===== src/bedo_pkg.sv =====
// Shared types, widths and constants of the bass energy onset detector.
`default_nettype none

package bedo_pkg;

  // Widths of the fixed-point datapath.
  localparam int SAMPLE_W   = 16;
  localparam int MONO_W     = 32;  // Q16.16 mono and filter states
  localparam int POLE_W     = 49;  // filter difference times alpha
  localparam int SQUARE_W   = 64;
  localparam int ENERGY_W   = 39;  // Q31.8 frame energy
  localparam int BASE_W     = 47;  // Q31.16 baselines
  localparam int SCALE_W    = 63;  // baseline difference times half a coefficient
  localparam int SUM_W      = 50;  // saturating chunk energy sum
  localparam int SINCE_W    = 32;  // frames since the last onset
  localparam int CFG_IDX_W  = 3;
  localparam int CFG_DATA_W = 32;

  // Defaults and fixed limits.
  localparam int MAX_CHUNK_FRAMES_DEF = 4096;
  localparam int MAX_CHANNELS         = 2;
  localparam int QUEUE_DEPTH          = 2;
  localparam int QUEUE_IDX_W          = $clog2(QUEUE_DEPTH);
  localparam int QUEUE_CNT_W          = $clog2(QUEUE_DEPTH + 1);

  // Register reset values.
  localparam logic [1:0]  CHANNEL_COUNT_RST     = 2'd2;
  localparam logic [15:0] LOWPASS_COEFF_RST     = 16'd1367;
  localparam logic [31:0] BASELINE_COEFF_RST    = 32'd97391;
  localparam logic [15:0] ONSET_RATIO_RST       = 16'd384;
  localparam logic [15:0] REARM_RATIO_RST       = 16'd282;
  localparam logic [30:0] SILENCE_FLOOR_RST     = 31'd1000;
  localparam logic [19:0] REFRACTORY_FRAMES_RST = 20'd4410;

  // Configuration register indexes.
  typedef enum logic [CFG_IDX_W-1:0] {
    REG_CHANNEL_COUNT     = 3'd0,
    REG_LOWPASS_COEFF     = 3'd1,
    REG_BASELINE_COEFF    = 3'd2,
    REG_ONSET_RATIO       = 3'd3,
    REG_REARM_RATIO       = 3'd4,
    REG_SILENCE_FLOOR     = 3'd5,
    REG_REFRACTORY_FRAMES = 3'd6
  } reg_index_t;

  // Configuration as seen by the front and back ends.
  typedef struct packed {
    logic [1:0]  channel_count;
    logic [15:0] lowpass_coeff;
    logic [31:0] baseline_coeff;
    logic [15:0] onset_ratio;
    logic [15:0] rearm_ratio;
    logic [30:0] silence_floor;
    logic [19:0] refractory_frames;
  } cfg_t;

  // One mixed frame handed from the front end to the back end.
  typedef struct packed {
    logic signed [MONO_W-1:0] mono;
    logic                     last;
  } frame_t;

  // Back-end sequencer states.
  typedef enum logic [3:0] {
    ST_IDLE,
    ST_MUL1,
    ST_ACC1,
    ST_MUL2,
    ST_ACC2,
    ST_SQR,
    ST_ENERGY,
    ST_DIFF,
    ST_MULB,
    ST_SCALE,
    ST_BUPD,
    ST_DIV_START,
    ST_DIV_WAIT,
    ST_CMP_MUL,
    ST_DECIDE
  } back_state_t;

endpackage

`default_nettype wire


===== src/bedo_front.sv =====
// Front end: accepts frames, mixes them to mono and queues them for the back end.
`default_nettype none

module bedo_front (
  input  wire logic                                 clk,
  input  wire logic                                 rst,
  input  wire logic                                 push,
  output logic                                      full,
  input  wire logic signed [bedo_pkg::SAMPLE_W-1:0] sample_a,
  input  wire logic signed [bedo_pkg::SAMPLE_W-1:0] sample_b,
  input  wire logic                                 last_frame,
  input  wire logic [1:0]                           channel_count,
  output logic                                      fr_valid,
  input  wire logic                                 fr_ready,
  output bedo_pkg::frame_t                          frame
);

  bedo_pkg::frame_t                   queue [bedo_pkg::QUEUE_DEPTH];
  logic [bedo_pkg::QUEUE_IDX_W-1:0]   wr_ptr;
  logic [bedo_pkg::QUEUE_IDX_W-1:0]   rd_ptr;
  logic [bedo_pkg::QUEUE_CNT_W-1:0]   fill;
  logic                               wr_en;
  logic                               rd_en;
  logic signed [bedo_pkg::SAMPLE_W:0] pair_sum;
  logic                               single_channel;
  bedo_pkg::frame_t                   incoming;

  // Mono mix in Q16.16: one channel is shifted up a full word, two are summed and halved.
  always_comb begin
    pair_sum       = {sample_a[bedo_pkg::SAMPLE_W-1], sample_a}
                   + {sample_b[bedo_pkg::SAMPLE_W-1], sample_b};
    single_channel = (channel_count == 2'd1) || (bedo_pkg::MAX_CHANNELS == 1);
    incoming.last  = last_frame;
    if (single_channel) begin
      incoming.mono = {sample_a, 16'd0};
    end else begin
      incoming.mono = {pair_sum, 15'd0};
    end
  end

  // Queue handshakes.
  assign full     = (fill == bedo_pkg::QUEUE_CNT_W'(bedo_pkg::QUEUE_DEPTH));
  assign fr_valid = (fill != '0);
  assign frame    = queue[rd_ptr];
  assign wr_en    = push && !full;
  assign rd_en    = fr_valid && fr_ready;

  // Queue storage.
  always_ff @(posedge clk) begin
    if (wr_en) begin
      queue[wr_ptr] <= incoming;
    end
  end

  // Queue pointers and fill level.
  always_ff @(posedge clk) begin
    if (rst) begin
      wr_ptr <= '0;
      rd_ptr <= '0;
      fill   <= '0;
    end else begin
      if (wr_en) begin
        if (wr_ptr == bedo_pkg::QUEUE_IDX_W'(bedo_pkg::QUEUE_DEPTH - 1)) begin
          wr_ptr <= '0;
        end else begin
          wr_ptr <= wr_ptr + 1'b1;
        end
      end
      if (rd_en) begin
        if (rd_ptr == bedo_pkg::QUEUE_IDX_W'(bedo_pkg::QUEUE_DEPTH - 1)) begin
          rd_ptr <= '0;
        end else begin
          rd_ptr <= rd_ptr + 1'b1;
        end
      end
      if (wr_en && !rd_en) begin
        fill <= fill + 1'b1;
      end else if (rd_en && !wr_en) begin
        fill <= fill - 1'b1;
      end
    end
  end

  // An accepted word is waiting for the back end on the following cycle.
  a_accept_queued : assert property (@(posedge clk) disable iff (rst)
    wr_en |=> fr_valid)
    else $error("accepted word missing from the queue");

endmodule

`default_nettype wire


===== config.mk =====
export PLATFORM = sky130hd
export DESIGN_NAME = bedo_front
export DESIGN_NICKNAME = d
export VERILOG_FILES = /design/src/bedo_pkg.sv /design/src/bedo_front.sv
export SDC_FILE = /design/constraint.sdc
export NUM_CORES = 1
export LEC_CHECK = 0
export BUFFER_PORTS_ARGS = -buffer_cell sky130_fd_sc_hd__buf_2
export CAP_MARGIN = 40
export CORE_MARGIN = 4
export CORE_UTILIZATION = 43
export DETAILED_ROUTE_END_ITERATION = 8
export PLACE_DENSITY = 0.74
export RECOVER_POWER = 25
export SLEW_MARGIN = 20
export SYNTH_ARGS = -nofsm -noshare
export SYNTH_HDL_FRONTEND = slang
export SYNTH_SLANG_ARGS = --single-unit

===== constraint.sdc =====
create_clock -name clk -period 3.5 [get_ports clk]
set_input_delay 1.05 -clock clk [delete_from_list [all_inputs] [get_ports clk]]
set_output_delay 1.05 -clock clk [all_outputs]
set_load 0.01 [all_outputs]

==> impl_summary.txt <==
----------------------------------------------------
[Yosys]
  Number of distinct library cells after synthesis ... between 50 and 60
  Total of warnings raised by yosys ... 0
  Top area cells in the synthesized netlist ... sky130_fd_sc_hd__edfxtp_1 (40%), sky130_fd_sc_hd__ha_1 (7.9%), sky130_fd_sc_hd__mux2_2 (7.6%), sky130_fd_sc_hd__a21oi_1 (4.7%), sky130_fd_sc_hd__buf_4 (4.2%)
  Synth Cell Area ... 2684 um^2
  Post-synthesis area per instance ... between 10 and 15 um^2
  Share of the synthesized area in the top cell type ... 0.4028
  Post-synthesis instance total ... 257
  Number of flip-flops and latches in the synthesized netlist ... between 40 and 50
  Cell type with the highest aggregate area in the netlist ... sky130_fd_sc_hd__edfxtp_1
  Share of synthesized registers carrying an async set or reset ... 0
  Post-synth top flop ... sky130_fd_sc_hd__edfxtp_1
  Post-synth EDFFs ... 36
  Post-synthesis sequential area ratio ... 0.4401

[Clock network]
  TritonCTS clock tree ... done
  Clock root buffer ... sky130_fd_sc_hd__clkbuf_8
  CTS clk-pin slew, worst paths ... around 0.08 ns
  Number of buffers added to fix hold violations after cts ... 0
  CTS HTree Levels ... 2
  Number of buffers created by CTS ... 5
  Total clock sinks ... 41
  Skew-Pair Late Insertion Delay ... 0.28 ns
  Post-CTS setup buffer count ... 0
  Number of buffers on the longest clock path ... 2
  Quantity of gates resized following cts ... 0

[Die]
  Starting Density ... 0.4480
  Cell Rows ... 28
  Total Die Area ... around 7600 um^2
  Core box area ... between 5000 and 6000 um^2
  Die height ... roughly 87 um
  Width of the die ... 87 um
  Count of boundary I/O pins ... 74

[STA]
  Tightest Pin Transition ... 1.033 ns
  Maximum clock frequency ... about 0.35 GHz
  Total Negative Setup Slacks ... 0 ns
  Max Transition Viols Final ... 0
  Final setup violating endpoints ... 0
  RSZ-0062 raised after global routing ... no
  Final clock skew ... between 0.004 and 0.005 ns
  Hold Vio Cnt, Final ... 0
  Period utilisation layout ... 0.8183
  Worst slew slack as a fraction of its limit ... 0.3113
  Hold WS ... a little over 0.5 ns
  Time the final worst path needs with I/O delays and setup ... 2.864 ns

[Critical path]
  Startpoint class of the critical path ... input pin
  Data required time of the critical path ... between 3 and 4 ns
  Largest fanout of any net on the critical path ... 3
  Arrival @ worst endpoint ... 2.93 ns
  Path depth of the worst reg2reg path ... 4
  Worst Path Class, Setup ... input pin to flip-flop
  Crit end category ... flip-flop

[Cells and area]
  Fill cell total of the finished layout ... about 550
  Leading cell types in the layout, fill and taps excluded ... sky130_fd_sc_hd__buf_2 (57), sky130_fd_sc_hd__edfxtp_1 (36), sky130_fd_sc_hd__a21oi_1 (25)
  Layout Nets ... approximately 370
  Most common cell after layout, fill and taps aside ... sky130_fd_sc_hd__buf_2
  Syn-to-layout area delta ... 15.71%
  Final core occ ... 0.5184
  Share of cells above drive strength 1 ... 0.2987
  Ant diodes ... 0

[Power and ir drop]
  Power Dens Cells ... 519.1 nW/um^2
  Leakage power figure ... 1.285 nW
  Maximum vdd ir drop ... ~0.32 mV

[Route]
  Avg Vias per Cell ... approximately 5.4
  DRT Pass-1 Iters ... 4
  Wire length after detailed routing ... 5802 um
  First DRT Iteration DRCs ... between 100 and 150
  DRT antenna net count ... 0
  DRC violation count after routing ... 0
  Post-detailed-route wirelength per cell ... 14.76 um
  Vias post-DR ... 2110

[Global route]
  Met1 capacity usage during global routing ... 0.1989
  Antenna violations before repair ... 0
  Maximum number of pins on one net before global-route repair ... 21
  Vias in the first global route ... 2014
  GR Layer Usage met2 ... 0.2643
  GRT Residual Overflow ... 0
  Global-route wire length before repair ... ~9300 um
  All-layer global routing usage ... 0.1555
  GRT met3 Usage ... 0.02744
  Global routing's busiest layer ... met2

[Place]
  Sum of net half-perimeters after detailed placement ... between 4000 and 5000 um
  Routability-driven placement congestion ratio ... around 0.87
  PortBufs ... between 50 and 60

[Min path]
  Type of the tightest min-delay check ... flip-flop to flip-flop
  Cells on Worst Hold Path ... 2

[Flow run]
  Number of maximum-capacitance constraint violations ... 0

[Status]
  Status ... completed

----------------------------------------------------
layout make-up:
class | count | area [um^2] | area share
repair buffers | 63 | 341.6 | 0.1100
multi-input cells | 203 | 1391 | 0.4480
well taps | 75 | 93.84 | 0.03022
inverters | 3 | 11.26 | 0.003626
clock inverters | 3 | 17.52 | 0.005641
clock buffers | 5 | 68.82 | 0.02216
flip-flops and latches | 41 | 1181 | 0.3803
routing by layer:
metal	routed length (um)	up-vias
li1	-	1039
met1	2499	988
met2	2885	77
met3	322	6
met4	94	0
met5	0	-
cells by family (layout without fill, tap and decap cells):
family | after synthesis | after routing | share of synthesized area
AND/OR/NAND/NOR | 78 | 78 | 0.1431
buffers and inverters | 27 | 74 | 0.06107
XOR/XNOR | 12 | 12 | 0.03916
other | 1 | 15 | 0.001397
multiplexers | 18 | 18 | 0.07552
flip-flops | 41 | 41 | 0.4401
adder cells (fa/ha/maj) | 18 | 18 | 0.08671
AO/OA/AOI/OAI | 62 | 62 | 0.1529
power by group:
part	internal, W	switching [W]
Clock	0.000138	0.000152
Combinational	0.000283	0.000352
Sequential	0.000656	0.0000309
Total	0.00108	0.000535
worst max-delay path: stages:
cell and delay (ns):
sky130_fd_sc_hd__buf_2 0.11, sky130_fd_sc_hd__ha_1 0.22, sky130_fd_sc_hd__fa_1 0.40, sky130_fd_sc_hd__a21o_1 0.22, sky130_fd_sc_hd__a21o_1 0.23, sky130_fd_sc_hd__a21oi_1 0.26, sky130_fd_sc_hd__nor3_1 0.10, sky130_fd_sc_hd__o31ai_1 0.34
state kept, by name, indices dropped and copies added, names as in the netlist, named ones only:
signal,cells
queue,36
rd_ptr,1
wr_ptr,1
fill,2
metrics by stage:
| step | instances | setup WS, ns | power, W | instance area [um^2] |
|---|---|---|---|---|
| 2_1_floorplan | 271 | 0.7369 | 0.001127 | 2736 |
| 4_1_cts | 392 | 0.6643 | 0.001617 | 3095 |
| 3_3_place_gp | 382 | 0.4877 | 0.001302 | 2983 |
| 5_1_grt | 393 | 0.6001 | 0.001723 | 3105 |
| 6_report | 393 | 0.6361 | 0.001612 | 3105 |
| 3_5_place_dp | 384 | 0.3830 | 0.001326 | 3009 |
worst paths after layout:
path / startpoint / to / slack (ns)
setup reg to reg: fill[0] / queue[0][21] / 1.59
hold reg to reg: fill[1] / fill[1] / 0.52
setup / recovery: sample_a[0] / queue[0][32] / 0.64
hold / removal: fill[1] / fill[1] / 0.52
cells in the mapped netlist, types with 3 or more instances:
library cell,instances
sky130_fd_sc_hd__a21o_1,3
sky130_fd_sc_hd__a21oi_1,25
sky130_fd_sc_hd__and3_1,4
sky130_fd_sc_hd__buf_2,5
sky130_fd_sc_hd__buf_4,15
sky130_fd_sc_hd__clkbuf_1,4
sky130_fd_sc_hd__dfxtp_1,5
sky130_fd_sc_hd__edfxtp_1,36
sky130_fd_sc_hd__ha_1,17
sky130_fd_sc_hd__inv_1,3
sky130_fd_sc_hd__mux2_2,18
sky130_fd_sc_hd__nand2_1,22
sky130_fd_sc_hd__nand2b_1,4
sky130_fd_sc_hd__nor2_1,23
sky130_fd_sc_hd__nor3_1,7
sky130_fd_sc_hd__o211ai_1,4
sky130_fd_sc_hd__o21a_1,3
sky130_fd_sc_hd__o21ai_0,7
sky130_fd_sc_hd__xnor2_1,3
sky130_fd_sc_hd__xor2_1,9
Note: power is estimated with default switching activity, not from simulation.
